==> src/sv/hkrt_pkg.sv <==
// Shared types and constants for the hall-effect key rapid trigger unit.
package hkrt_pkg;

    // Sizing
    localparam int NUM_KEYS     = 8;
    localparam int SAMPLE_BITS  = 12;
    localparam int KEY_BITS     = 3;
    localparam int KEY_IDX_BITS = (NUM_KEYS > 1) ? $clog2(NUM_KEYS) : 1;
    localparam int DIST_BITS    = 10;
    localparam int CFG_IDX_BITS = 3;
    localparam int CFG_DATA_BITS = 10;

    // Divider sizing: quotient bits cover any total travel, numerator is |s - rest| * travel
    localparam int QUO_BITS     = DIST_BITS + 1;
    localparam int NUM_BITS     = SAMPLE_BITS + DIST_BITS;
    localparam int DIV_CNT_BITS = $clog2(QUO_BITS + 1);
    localparam int LVL_EXT_BITS = ((SAMPLE_BITS > DIST_BITS) ? SAMPLE_BITS : DIST_BITS) + 1;
    localparam int SGN_BITS     = DIST_BITS + 2;

    localparam logic [SAMPLE_BITS-1:0] FULL_SCALE = {SAMPLE_BITS{1'b1}};

    // Configuration register indexes
    localparam logic [CFG_IDX_BITS-1:0] CFG_INVERT      = 3'd0;
    localparam logic [CFG_IDX_BITS-1:0] CFG_TRAVEL      = 3'd1;
    localparam logic [CFG_IDX_BITS-1:0] CFG_DEAD_ZONE   = 3'd2;
    localparam logic [CFG_IDX_BITS-1:0] CFG_MODE        = 3'd3;
    localparam logic [CFG_IDX_BITS-1:0] CFG_ACTUATION   = 3'd4;
    localparam logic [CFG_IDX_BITS-1:0] CFG_PRESS_THR   = 3'd5;
    localparam logic [CFG_IDX_BITS-1:0] CFG_RELEASE_THR = 3'd6;
    localparam logic [CFG_IDX_BITS-1:0] CFG_CONT_RESET  = 3'd7;

    // Trigger modes
    localparam logic [1:0] MODE_STATIC     = 2'd0;
    localparam logic [1:0] MODE_RAPID      = 2'd1;
    localparam logic [1:0] MODE_CONTINUOUS = 2'd2;
    localparam logic [1:0] MODE_RAPID_FREE = 2'd3;

    typedef struct packed {
        logic [KEY_BITS-1:0]    key_index;
        logic [SAMPLE_BITS-1:0] sample;
        logic                   filter_ready;
    } t_in_item;

    typedef struct packed {
        logic [KEY_BITS-1:0]  key_out;
        logic                 pressed;
        logic                 is_calibrated;
        logic [DIST_BITS-1:0] distance;
    } t_out_item;

    typedef struct packed {
        logic                 invert_orientation;
        logic [DIST_BITS-1:0] total_travel;
        logic [DIST_BITS-1:0] dead_zone;
        logic [1:0]           trigger_mode;
        logic [DIST_BITS-1:0] actuation_point;
        logic [DIST_BITS-1:0] press_threshold;
        logic [DIST_BITS-1:0] release_threshold;
        logic [DIST_BITS-1:0] continuous_reset_level;
    } t_cfg;

    // Controller to datapath commands
    typedef struct packed {
        logic load;
        logic range;
        logic mul;
        logic pre;
        logic div_step;
        logic fin;
    } t_dp_cmd;

    typedef enum logic [2:0] {
        ST_IDLE,
        ST_RANGE,
        ST_MUL,
        ST_PRE,
        ST_DIV,
        ST_FIN
    } t_state;

endpackage

==> src/sv/hkrt_cfg_regs.sv <==
// Configuration register file for the rapid trigger unit.
module hkrt_cfg_regs (
    input  logic                               i_clk,
    input  logic                               i_rst_n,
    input  logic                               i_cfg_valid,
    input  logic [hkrt_pkg::CFG_IDX_BITS-1:0]  i_cfg_index,
    input  logic [hkrt_pkg::CFG_DATA_BITS-1:0] i_cfg_data,
    output hkrt_pkg::t_cfg                     o_cfg
);

    hkrt_pkg::t_cfg r_cfg;

    // Register writes, one per transfer
    always_ff @(posedge i_clk) begin
        if (!i_rst_n) begin
            r_cfg.invert_orientation     <= 1'b0;
            r_cfg.total_travel           <= 10'd400;
            r_cfg.dead_zone              <= 10'd0;
            r_cfg.trigger_mode           <= hkrt_pkg::MODE_STATIC;
            r_cfg.actuation_point        <= 10'd200;
            r_cfg.press_threshold        <= 10'd20;
            r_cfg.release_threshold      <= 10'd20;
            r_cfg.continuous_reset_level <= 10'd0;
        end else if (i_cfg_valid) begin
            case (i_cfg_index)
                hkrt_pkg::CFG_INVERT:      r_cfg.invert_orientation     <= i_cfg_data[0];
                hkrt_pkg::CFG_TRAVEL:      r_cfg.total_travel           <= i_cfg_data;
                hkrt_pkg::CFG_DEAD_ZONE:   r_cfg.dead_zone              <= i_cfg_data;
                hkrt_pkg::CFG_MODE:        r_cfg.trigger_mode           <= i_cfg_data[1:0];
                hkrt_pkg::CFG_ACTUATION:   r_cfg.actuation_point        <= i_cfg_data;
                hkrt_pkg::CFG_PRESS_THR:   r_cfg.press_threshold        <= i_cfg_data;
                hkrt_pkg::CFG_RELEASE_THR: r_cfg.release_threshold      <= i_cfg_data;
                hkrt_pkg::CFG_CONT_RESET:  r_cfg.continuous_reset_level <= i_cfg_data;
                default: begin
                end
            endcase
        end
    end

    assign o_cfg = r_cfg;

endmodule

==> src/sv/hkrt_ctrl.sv <==
// Sequencing state machine for the rapid trigger unit.
module hkrt_ctrl (
    input  logic              i_clk,
    input  logic              i_rst_n,
    input  logic              i_in_valid,
    output logic              o_in_ready,
    output logic              o_out_valid,
    input  logic              i_out_ready,
    output hkrt_pkg::t_dp_cmd o_cmd
);

    hkrt_pkg::t_state                     r_state, n_state;
    logic [hkrt_pkg::DIV_CNT_BITS-1:0]    r_count, n_count;
    logic                                 r_out_valid, n_out_valid;
    logic                                 slot_free;
    logic                                 div_last;

    assign slot_free = !r_out_valid || i_out_ready;
    assign div_last  = (r_count == hkrt_pkg::DIV_CNT_BITS'(hkrt_pkg::QUO_BITS - 1));

    // Next state
    always_comb begin
        n_state = r_state;
        case (r_state)
            hkrt_pkg::ST_IDLE:  if (i_in_valid) n_state = hkrt_pkg::ST_RANGE;
            hkrt_pkg::ST_RANGE: n_state = hkrt_pkg::ST_MUL;
            hkrt_pkg::ST_MUL:   n_state = hkrt_pkg::ST_PRE;
            hkrt_pkg::ST_PRE:   n_state = hkrt_pkg::ST_DIV;
            hkrt_pkg::ST_DIV:   if (div_last) n_state = hkrt_pkg::ST_FIN;
            hkrt_pkg::ST_FIN:   if (slot_free) n_state = hkrt_pkg::ST_IDLE;
            default:            n_state = hkrt_pkg::ST_IDLE;
        endcase
    end

    // Datapath commands and handshake outputs
    always_comb begin
        o_cmd          = '0;
        o_in_ready     = 1'b0;
        case (r_state)
            hkrt_pkg::ST_IDLE: begin
                o_in_ready = 1'b1;
                o_cmd.load = i_in_valid;
            end
            hkrt_pkg::ST_RANGE: o_cmd.range    = 1'b1;
            hkrt_pkg::ST_MUL:   o_cmd.mul      = 1'b1;
            hkrt_pkg::ST_PRE:   o_cmd.pre      = 1'b1;
            hkrt_pkg::ST_DIV:   o_cmd.div_step = 1'b1;
            hkrt_pkg::ST_FIN:   o_cmd.fin      = slot_free;
            default: begin
            end
        endcase
    end

    // Divider step count and output valid
    always_comb begin
        n_count = r_count;
        if (r_state == hkrt_pkg::ST_PRE) begin
            n_count = '0;
        end else if (r_state == hkrt_pkg::ST_DIV) begin
            n_count = r_count + 1'b1;
        end
        n_out_valid = r_out_valid;
        if (o_cmd.fin) begin
            n_out_valid = 1'b1;
        end else if (i_out_ready) begin
            n_out_valid = 1'b0;
        end
    end

    always_ff @(posedge i_clk) begin
        if (!i_rst_n) begin
            r_state     <= hkrt_pkg::ST_IDLE;
            r_count     <= '0;
            r_out_valid <= 1'b0;
        end else begin
            r_state     <= n_state;
            r_count     <= n_count;
            r_out_valid <= n_out_valid;
        end
    end

    assign o_out_valid = r_out_valid;

    // A result is only written into a free output slot
    a_fin_slot_free: assert property (@(posedge i_clk) disable iff (!i_rst_n)
        o_cmd.fin |-> (!r_out_valid || i_out_ready))
        else $error("result written over an untaken result");

    // Finishing an item always presents a result next cycle
    a_fin_then_valid: assert property (@(posedge i_clk) disable iff (!i_rst_n)
        o_cmd.fin |=> r_out_valid)
        else $error("finished item produced no result");

    // Divider never runs past its step count
    a_div_bound: assert property (@(posedge i_clk) disable iff (!i_rst_n)
        (r_state == hkrt_pkg::ST_DIV) |-> (r_count < hkrt_pkg::DIV_CNT_BITS'(hkrt_pkg::QUO_BITS)))
        else $error("divider step count overrun");

    // Every division is entered through the precheck cycle
    a_div_entry: assert property (@(posedge i_clk) disable iff (!i_rst_n)
        $rose(r_state == hkrt_pkg::ST_DIV) |-> $past(r_state == hkrt_pkg::ST_PRE))
        else $error("divider entered without setup");

endmodule

==> src/sv/hkrt_datapath.sv <==
// Per-key calibration state, distance divider and trigger decision datapath.
module hkrt_datapath (
    input  logic               i_clk,
    input  logic               i_rst_n,
    input  hkrt_pkg::t_cfg     i_cfg,
    input  hkrt_pkg::t_dp_cmd  i_cmd,
    input  hkrt_pkg::t_in_item i_in_data,
    output hkrt_pkg::t_out_item o_out_data
);

    localparam int SB = hkrt_pkg::SAMPLE_BITS;
    localparam int DB = hkrt_pkg::DIST_BITS;
    localparam int QB = hkrt_pkg::QUO_BITS;
    localparam int NB = hkrt_pkg::NUM_BITS;
    localparam int EB = hkrt_pkg::LVL_EXT_BITS;
    localparam int GB = hkrt_pkg::SGN_BITS;

    // Per-key state
    logic [SB-1:0] r_rest [hkrt_pkg::NUM_KEYS];
    logic [SB-1:0] r_down [hkrt_pkg::NUM_KEYS];
    logic [DB-1:0] r_peak [hkrt_pkg::NUM_KEYS];
    logic [hkrt_pkg::NUM_KEYS-1:0] r_cal, r_zone, r_held;

    // Item registers
    logic [hkrt_pkg::KEY_BITS-1:0]     r_key;
    logic                              r_key_ok;
    logic [SB-1:0]                     r_smp;
    logic                              r_fr;
    logic [hkrt_pkg::KEY_IDX_BITS-1:0] idx;

    // Divider registers
    logic [NB-1:0] r_num;
    logic [SB-1:0] r_den;
    logic          r_neg;
    logic          r_zspan;
    logic          r_cal_q;
    logic          r_sat;
    logic [SB-1:0] r_rem;
    logic [QB-1:0] r_quo;

    hkrt_pkg::t_out_item r_out;

    assign idx = r_key[hkrt_pkg::KEY_IDX_BITS-1:0];

    // Range update terms: saturating dead-zone margins
    logic [EB-1:0] smp_ext, dz_ext, upper_ext, lower_ext;
    logic [SB-1:0] upper, lower;
    logic [SB-1:0] cur_rest, cur_down;
    logic          raise_down, lower_rest;

    always_comb begin
        smp_ext   = EB'(r_smp);
        dz_ext    = EB'(i_cfg.dead_zone);
        upper_ext = (smp_ext > dz_ext) ? (smp_ext - dz_ext) : '0;
        lower_ext = smp_ext + dz_ext;
        if (lower_ext > EB'(hkrt_pkg::FULL_SCALE)) begin
            lower_ext = EB'(hkrt_pkg::FULL_SCALE);
        end
        upper      = upper_ext[SB-1:0];
        lower      = lower_ext[SB-1:0];
        cur_rest   = r_rest[idx];
        cur_down   = r_down[idx];
        raise_down = cur_down < upper;
        lower_rest = !raise_down && (cur_rest > lower) &&
                     ((cur_down - upper) >= SB'(i_cfg.total_travel >> 1));
    end

    // Signed offsets for the distance mapping
    logic signed [SB:0] diff_s, span_s;
    logic [SB-1:0]      diff_mag, span_mag;

    always_comb begin
        diff_s   = $signed({1'b0, r_smp}) - $signed({1'b0, cur_rest});
        span_s   = $signed({1'b0, cur_down}) - $signed({1'b0, cur_rest});
        diff_mag = diff_s[SB] ? SB'(-diff_s) : diff_s[SB-1:0];
        span_mag = span_s[SB] ? SB'(-span_s) : span_s[SB-1:0];
    end

    // One restoring divider step
    logic [SB:0]   div_trial;
    logic          div_ge;
    logic [SB:0]   div_diff;

    always_comb begin
        div_trial = {r_rem, r_quo[QB-1]};
        div_ge    = div_trial >= {1'b0, r_den};
        div_diff  = div_trial - {1'b0, r_den};
    end

    // Final distance and trigger decision
    logic [DB-1:0] trav_dist;
    logic          pressed;
    logic          zone_n, held_n;
    logic [DB-1:0] peak_n;
    logic          trig_upd;
    logic signed [GB-1:0] d_s, ap_s, rt_s, pt_s, pk_s, crl_s;

    always_comb begin
        trav_dist = '0;
        if (!r_key_ok) begin
            trav_dist = '0;
        end else if (!r_cal_q) begin
            trav_dist = i_cfg.total_travel;
        end else if (r_zspan || r_neg) begin
            trav_dist = '0;
        end else if (r_sat || (r_quo > QB'(i_cfg.total_travel))) begin
            trav_dist = i_cfg.total_travel;
        end else begin
            trav_dist = r_quo[DB-1:0];
        end

        d_s   = $signed(GB'(trav_dist));
        ap_s  = $signed(GB'(i_cfg.actuation_point));
        rt_s  = $signed(GB'(i_cfg.release_threshold));
        pt_s  = $signed(GB'(i_cfg.press_threshold));
        pk_s  = $signed(GB'(r_peak[idx]));
        crl_s = $signed(GB'(i_cfg.continuous_reset_level));

        // Zone exit rule per mode
        zone_n = r_zone[idx];
        held_n = r_held[idx];
        if (i_cfg.trigger_mode == hkrt_pkg::MODE_RAPID) begin
            if (d_s <= ap_s - rt_s) zone_n = 1'b0;
        end else if (i_cfg.trigger_mode == hkrt_pkg::MODE_CONTINUOUS) begin
            if (d_s <= crl_s) zone_n = 1'b0;
        end

        // Press and release around the local maximum
        if ((d_s >= ap_s) && !zone_n) begin
            zone_n = 1'b1;
            held_n = 1'b1;
        end else if (!r_held[idx] && zone_n && (d_s >= pk_s + pt_s)) begin
            held_n = 1'b1;
        end else if (r_held[idx] && (!zone_n || (d_s <= pk_s - rt_s))) begin
            held_n = 1'b0;
        end

        peak_n = r_peak[idx];
        if ((held_n && (d_s > pk_s)) || (!held_n && (d_s < pk_s))) begin
            peak_n = trav_dist;
        end

        trig_upd = r_key_ok && r_cal_q && (i_cfg.trigger_mode != hkrt_pkg::MODE_STATIC);
        if (!r_key_ok || !r_cal_q) begin
            pressed = 1'b0;
        end else if (i_cfg.trigger_mode == hkrt_pkg::MODE_STATIC) begin
            pressed = trav_dist > i_cfg.actuation_point;
        end else begin
            pressed = held_n;
        end
    end

    // Per-key state updates
    always_ff @(posedge i_clk) begin
        if (!i_rst_n) begin
            for (int k = 0; k < hkrt_pkg::NUM_KEYS; k++) begin
                r_rest[k] <= hkrt_pkg::FULL_SCALE;
                r_down[k] <= '0;
                r_peak[k] <= '0;
            end
            r_cal  <= '0;
            r_zone <= '0;
            r_held <= '0;
        end else begin
            if (i_cmd.range && r_fr && r_key_ok) begin
                if (raise_down) begin
                    r_down[idx] <= upper;
                end else if (lower_rest) begin
                    r_rest[idx] <= lower;
                    r_cal[idx]  <= 1'b1;
                end
            end
            if (i_cmd.fin && trig_upd) begin
                r_zone[idx] <= zone_n;
                r_held[idx] <= held_n;
                r_peak[idx] <= peak_n;
            end
        end
    end

    // Item, multiplier, divider and output registers
    always_ff @(posedge i_clk) begin
        if (i_cmd.load) begin
            r_key    <= i_in_data.key_index;
            r_key_ok <= 32'(i_in_data.key_index) < hkrt_pkg::NUM_KEYS;
            r_smp    <= i_cfg.invert_orientation ?
                        (hkrt_pkg::FULL_SCALE - i_in_data.sample) : i_in_data.sample;
            r_fr     <= i_in_data.filter_ready;
        end
        if (i_cmd.mul) begin
            r_num   <= NB'(diff_mag) * NB'(i_cfg.total_travel);
            r_den   <= span_mag;
            r_neg   <= diff_s[SB] ^ span_s[SB];
            r_zspan <= (span_mag == '0);
            r_cal_q <= r_cal[idx];
        end
        if (i_cmd.pre) begin
            r_sat <= (NB + 1)'(r_num) >= {r_den, {QB{1'b0}}};
            r_rem <= SB'(r_num[NB-1:QB]);
            r_quo <= r_num[QB-1:0];
        end
        if (i_cmd.div_step) begin
            r_rem <= div_ge ? div_diff[SB-1:0] : div_trial[SB-1:0];
            r_quo <= {r_quo[QB-2:0], div_ge};
        end
        if (i_cmd.fin) begin
            r_out.key_out       <= r_key;
            r_out.pressed       <= pressed;
            r_out.is_calibrated <= r_key_ok && r_cal_q;
            r_out.distance      <= trav_dist;
        end
    end

    assign o_out_data = r_out;

    // Partial remainder stays below the divisor while dividing, unless the quotient saturates
    a_rem_below_den: assert property (@(posedge i_clk) disable iff (!i_rst_n)
        (i_cmd.div_step && !r_sat) |-> (r_rem < r_den))
        else $error("divider remainder out of range");

endmodule

==> src/sv/hall_key_rapid_trigger_unit.sv <==
// Top level of the hall-effect key rapid trigger unit.
// Each transfer on the input channel brings one key's filtered sample; the unit updates that
// key's self-calibrating rest and down levels, maps the sample to a travel distance and applies
// the selected trigger mode, then returns one result on the output channel. An item passes
// through an acceptance cycle, a range update, a multiply, a divider setup, the restoring
// divider that produces the distance one bit per cycle, and a decision cycle that loads the
// output register. The decision cycle waits while an earlier result is still untaken.
// Items are handled one at a time; the result sits in an output register, so the next item is
// accepted while an earlier result waits to be taken.
// Configuration writes are accepted every cycle and must only be issued while the unit is idle.
module hall_key_rapid_trigger_unit (
    input  logic                               i_clk,
    input  logic                               i_rst_n,
    input  logic                               i_in_valid,
    output logic                               o_in_ready,
    input  hkrt_pkg::t_in_item                 i_in_data,
    output logic                               o_out_valid,
    input  logic                               i_out_ready,
    output hkrt_pkg::t_out_item                o_out_data,
    input  logic                               i_cfg_valid,
    output logic                               o_cfg_ready,
    input  logic [hkrt_pkg::CFG_IDX_BITS-1:0]  i_cfg_index,
    input  logic [hkrt_pkg::CFG_DATA_BITS-1:0] i_cfg_data
);

    hkrt_pkg::t_cfg    cfg;
    hkrt_pkg::t_dp_cmd cmd;

    assign o_cfg_ready = 1'b1;

    // Configuration registers
    hkrt_cfg_regs u_cfg (
        .i_clk       (i_clk),
        .i_rst_n     (i_rst_n),
        .i_cfg_valid (i_cfg_valid),
        .i_cfg_index (i_cfg_index),
        .i_cfg_data  (i_cfg_data),
        .o_cfg       (cfg)
    );

    // Sequencer
    hkrt_ctrl u_ctrl (
        .i_clk       (i_clk),
        .i_rst_n     (i_rst_n),
        .i_in_valid  (i_in_valid),
        .o_in_ready  (o_in_ready),
        .o_out_valid (o_out_valid),
        .i_out_ready (i_out_ready),
        .o_cmd       (cmd)
    );

    // Datapath
    hkrt_datapath u_dp (
        .i_clk      (i_clk),
        .i_rst_n    (i_rst_n),
        .i_cfg      (cfg),
        .i_cmd      (cmd),
        .i_in_data  (i_in_data),
        .o_out_data (o_out_data)
    );

endmodule
==> config.mk <==
export PLATFORM = sky130hd
export DESIGN_NAME = hall_key_rapid_trigger_unit
export DESIGN_NICKNAME = d
export VERILOG_FILES = /design/src/sv/hkrt_pkg.sv /design/src/sv/hkrt_cfg_regs.sv /design/src/sv/hkrt_ctrl.sv /design/src/sv/hkrt_datapath.sv /design/src/sv/hall_key_rapid_trigger_unit.sv
export SDC_FILE = /design/constraint.sdc
export NUM_CORES = 1
export LEC_CHECK = 0
export ABC_CLOCK_PERIOD_IN_PS = 12300
export BUFFER_PORTS_ARGS = -buffer_cell sky130_fd_sc_hd__buf_4
export CELL_PAD_IN_SITES_DETAIL_PLACEMENT = 0
export CELL_PAD_IN_SITES_GLOBAL_PLACEMENT = 1
export CORE_UTILIZATION = 50
export DETAILED_ROUTE_END_ITERATION = 10
export PLACE_DENSITY = 0.8
export RECOVER_POWER = 100
export SLEW_MARGIN = 20
export SYNTH_ARGS = -nofsm -noshare
export SYNTH_HDL_FRONTEND = slang
export SYNTH_SLANG_ARGS = --single-unit
==> constraint.sdc <==
create_clock -name i_clk -period 12.3 [get_ports i_clk]
set_input_delay 1.23 -clock i_clk [delete_from_list [all_inputs] [get_ports i_clk]]
set_output_delay 1.23 -clock i_clk [all_outputs]
set_load 0.02 [all_outputs]
Yosys cells after proc, flatten, opt, wreduce, memory -nomap -nowiden
Memory sizes are Yosys's and may differ from the RTL's. A register that Yosys moved wholly into a read port is not among the register bits. Cells that the tools add are included. Widths: inputs -> output; s select.

$add $sub $neg: 13. $mul: 1. $lt $le $gt $ge: 18. Eq/ne operators: 18. Mux-type cells: 71. Bitwise logic cells: 4. Reduce and logical (&&, ||, !) cells: 43.

Operators by type and width (number): $mux 12 (10); $mux 10 (5); $mux 1 (38); $mux 3 (9); $sub 12x12->13 (2); $le 11x12->1 (2); $neg 12->12 (2); $reduce_or 12->1 (2); $sub 12x12->12 (2); $ge 22x23->1 (1); $mul 12x10->22 (1); $mux 11 (2); $sub 10x10->11 (2); $gt 10x10->1 (2); $eq 3x3->1 const B (6); $pmux 3 s6 (1); $bwmux 8 (2); $reduce_and 2->1 (8); $add 12x10->13 (1); $ge 13x12->1 (1); $gt 13x12->1 const B (1); $eq 3x2->1 const B (4); $ge 11x12->1 (1); $ge 12x9->1 (1); other kinds (34) (62).

Register bits: 187. Memory bits (writable): 272. Logic and storage cells: 200. Memories: 3.

Memories: u_dp.r_down (words 8, bits a word 12, read ports 1, clocked after memory_dff 1, wr ports 8, line hkrt_datapath.sv:20) `logic [SB-1:0] r_down [hkrt_pkg::NUM_KEYS];`; u_dp.r_rest (words 8, bits a word 12, read ports 1, clocked after memory_dff 1, wr ports 8, line hkrt_datapath.sv:19) `logic [SB-1:0] r_rest [hkrt_pkg::NUM_KEYS];`; u_dp.r_peak (words 8, bits a word 10, read ports 1, clocked after memory_dff 1, wr ports 8, line hkrt_datapath.sv:21) `logic [DB-1:0] r_peak [hkrt_pkg::NUM_KEYS];`.

Logic depth before layout (Yosys ltp)
Depth in word-level cells: 20. Depth in mapped cells: 38. Depth with buffers taken out: 34.

Hierarchy
From an unflattened synthesis, not the netlist that was laid out.

Cells, all modules: 2881. Area, all modules: 31224.9 sq um.

Modules (own cells, without submodules): hkrt_datapath (instances 1, cells an instance 2594, area each 28328.4 sq um, seq. area each 11471.0 sq um); hkrt_cfg_regs (instances 1, cells an instance 232, area each 2403.6 sq um, seq. area each 1261.2 sq um); hkrt_ctrl (instances 1, cells an instance 53, area each 481.7 sq um, seq. area each 160.2 sq um); hall_key_rapid_trigger_unit (instances 1, cells an instance 2, area each 11.3 sq um, seq. area each 0.0 sq um).

Least setup slack after synthesis
OpenSTA, ideal clock, no wires.

Path type: flip-flop to flip-flop. Start: register with a tool-made name. End: register u_dp.r_num[21], data pin. Arrival: 9.445 ns. Data required time: 12.040 ns. Slack: 2.595 ns. Stages on the path, launching flop included: 39. Period minus slack after synthesis: 9.705 ns. Cell sequence: dfxtp_1 > clkbuf_1 > buf_2 > buf_2 > buf_1 > mux4_2 > mux2i_1 > inv_1 > ha_1 > inv_1 > fa_1 > a211oi_1 > o21ai_0 > a21o_1 > a41oi_1 > a21o_1 > o21ai_0 > xnor2_1 > [3 not listed] > fa_1 > inv_1 > fa_1 > inv_1 > fa_1 > inv_1 > fa_1 > inv_1 > ha_1 > a21o_1 > a21o_1 > a2111oi_0 > o21a_1 > o31ai_1 > a221oi_1 > o21bai_1 > a21oi_1 > xnor2_1.

RTL lines: to (signal assigned) (line hkrt_datapath.sv:191) `r_num <= NB'(diff_mag) * NB'(i_cfg.total_travel);`; to (decl) (line hkrt_datapath.sv:32) `logic [NB-1:0] r_num;`.

==> results.toml <==
[clock_tree]
cts_setup_buffers = 0
cts_resized = 0
clockBufferDepth = 3
clkLatencyLatePin_ns = 0.63
hold_buffers = 0
clk_transition_reported_paths_ns = 0.06
cts_max_level = 2
cts_tree = "done"
root_buffer = "clkbuf_16"
cts_buffers = 50
cts_sinks = 462

[synth]
synthCells = 2909
async_flop_share_pct = 0
ys.flop_type = "edfxtp_1"
synth.avg_cell_area_sq_um = 10.4
synth_seq_cells = 462
synthDominantCellAreaShare_pct = 36.1
syn-cell-area_sq_um = 30300
syn_nets = 3292
yosysTopAreaCell = "edfxtp_1"
synth_cell_type_count = 84
ys.warnings.count = 0
yosysSeqAreaShare_pct = 42.6
synth_edf_count = 364
synth.area.top_cells = "edfxtp_1, ha_1, dfxtp_1"

[timing]
rsz0062_at_grt = "false"
finalSetupTns_ns = 0
max_slew_margin_pct = -146
tightest_slew_ns = 3.69
fmax_mhz = 98.7
report.final.slew_viol_count = 230
fin_crit_ns = 10.14
hold_viol_final = 0
finalClockSkew_ns = 0.0418
setup_viol = 0
fin_crit_sh_pct = 82.4

[die]
die_h_um = 248
ios = 52
start_util_pct = 50.9
die_area_sq_um = 61600
core_sq_um = 59500
rows = 89
die_x_um = 248

[global_routing]
grt_max_degree = 75
globalRoute.totalOverflow = 0
globalRouteTotalUtil_pct = 26.4
grt_pass1_wl_mm = 124
grt_pass1_vias = 21700
antenna_found_initial = 1

[power]
power_per_cell_area_nw_per_um2 = 177
intPower_mw = 3.73
sw_frac_of_total_pct = 36.4
peakVddDrop_uv = 111
p_leak_nw = 13.0
switchingPower_mw = 2.13
seqPwrFrac_pct = 32.6
p_comb_share_pct = 39.5
p_clk_share_pct = 28.0

[setup_path]
ff2ff_setup_slack_ns = 2.16
reg2reg_to = "u_dp.r_rest[7][10]"
cp-end-kind = "flip-flop"
arrival_ns = 10.26
start_kind = "flip-flop"
cp_max_fo = 40
worstPathCellList = "clkbuf_1, mux4_2, mux2i_1, ha_1, inv_1, fa_1, a21o_1, a21oi_1, o21bai_1, a21oi_1, xnor2_1, ha_1, o21ai_0, nand2b_1, and3_1, nor4_1, nor4_2, clkbuf_1, nand2b_1"
crit_path_top_delay_cell = "clkbuf_1"
cp.required_ns = 12.42
cp-endpoint = "u_dp.r_rest[7][10]"
slowest_delay_ns = 2.64
reg2reg_depth = 19
worstSetupPathType = "flip-flop to flip-flop"

[place]
port_buffers = 50
routabilityCongestion = 0.899
dpl.hpwl_mm = 59.0

[worst_hold_path]
hp-start = "u_dp.r_cal[7]"
hp-class = "flip-flop to flip-flop"

[status]
failed_checks = "max-capacitance violations, max-slew violations"
status = "finished with violations"

[final_layout]
syn2layout_area_growth_pct = 9.19
fin_nets = 3311
final_layout_size_suffix_gt1_share_pct = 8.11
layout_common_cells = "nand2_1, edfxtp_1, ha_1"
fillers = 5092
fin_util_pct = 55.6
final_common_cell = "nand2_1"

[routing]
wl_per_cell_um = 21.5
avgViaCountPerCell = 5.93
vias = 22200
drt-initial-drc-count = 1713
wirelength_mm = 80.7
first_pass_iters = 5
drcViolationCount = 0
postRouteAntennaNets = 0

[flow_run]
cap_violations = 7
Yosys cell counts, types with 8 or more instances:
library cell and number:
mux2_2 16, nor3_1 137, nor4_1 17, mux2i_1 40, a21oi_2 10, a211oi_1 21, a21oi_1 144, o21a_1 24
buf_2 8, and2_1 37, nand3_1 30, o21bai_1 15, mux4_2 70, nand2_1 403, a21o_1 55, dfxtp_1 98
o21ai_1 9, nand4_1 19, o21ai_0 86, clkbuf_1 92, a31oi_1 10, nor2b_1 28, and3_1 19, nand2b_1 51
nor2_1 260, inv_1 219, edfxtp_1 364, xor2_1 42, ha_1 262, a22o_1 11, o211ai_1 21, buf_1 11
fa_1 87, xnor2_1 67
cell type report:
type,instances,area [sq um],share of cell area [%]
Tap cell,773,967,2.92
Multi-Input combinational cell,2114,16100,48.8
Sequential cell,462,12900,39.0
Antenna cell,1,2.50,0.00757
Clock inverter,31,447,1.35
Clock buffer,63,1370,4.14
Inverter,221,830,2.51
Timing Repair Buffer,79,428,1.29
worst min-delay path by stage:
stage	end	slack (ns)	depth (start not counted)
detailed placement	u_dp.r_cal[7]	0.44	1
global placement	u_dp.r_cal[7]	0.44	1
global route	u_dp.r_cal[1]	0.47	1
floorplan	u_dp.r_cal[4]	0.43	1
finish	u_dp.r_cal[7]	0.45	1
CTS	u_dp.r_cal[7]	0.46	1
state kept, by name, indices dropped and copies added (netlist names), 3 cells and up, named ones only:
name / cells
u_dp.r_smp: 12
u_ctrl.r_state: 3
u_cfg.o_cfg: 63
u_dp.r_cal: 8
u_dp.r_rem: 12
u_dp.r_held: 8
u_ctrl.r_count: 4
u_dp.r_zone: 8
u_dp.r_quo: 11
u_dp.r_peak: 80
u_dp.r_rest: 96
u_dp.r_den: 12
u_dp.r_down: 96
u_dp.r_num: 22
u_dp.o_out_data: 15
u_dp.idx: 3
power by group through the flow:
stage	Sequential, mW	Clock (mW)	Combinational [mW]
after floorplan	1.88	0	1.78
after global placement	1.94	0	2.23
after detailed placement	1.94	0	2.29
after CTS	1.91	1.66	2.32
after global routing	1.92	1.72	2.59
final	1.91	1.64	2.31
worst max-delay path, delay by kind of cell (launching register included):
| family | cells | cell delay (ns) |
|---|---|---|
| buffers and inverters | 3 | 3.20 |
| AND/OR/NAND/NOR | 5 | 2.46 |
| multiplexers | 2 | 1.21 |
| adder cells (fa/ha/maj) | 3 | 0.94 |
| AO/OA/AOI/OAI | 5 | 0.89 |
| flip-flops | 1 | 0.73 |
| XOR/XNOR | 1 | 0.16 |
kinds of logic after synthesis:
logic type	Yosys count	synth area share [%]
fa+ha+maj	349	16.6
flops	462	42.6
xor+xnor	115	3.59
compound gates	482	10.4
buf+inv	333	4.17
simple gates	1041	15.6
other cells	1	0.0124
mux	126	7.12
metal layers:
metal	vias up	routed length [um]	GRT usage (%)
met4	2	3110	10.2
met2	783	37900	43.4
met5	-	13	0
met1	10800	34400	35.6
met3	171	5230	3.51
li1	10400	-	-
metrics by stage:
stage | instances | power [mW] | setup slack, ns | hold WS, ns | cell area (sq um)
finish | 3744 | 5.86 | 2.16 | 0.454 | 33100
global route | 3743 | 6.23 | 1.26 | 0.472 | 33100
CTS | 3743 | 5.89 | 2.27 | 0.456 | 33300
detailed placement | 3649 | 4.23 | 2.34 | 0.442 | 31500
global placement | 3649 | 4.17 | 2.58 | 0.435 | 31500
floorplan | 2909 | 3.66 | 2.60 | 0.427 | 30300
Note: power is estimated with default switching activity, not from simulation.
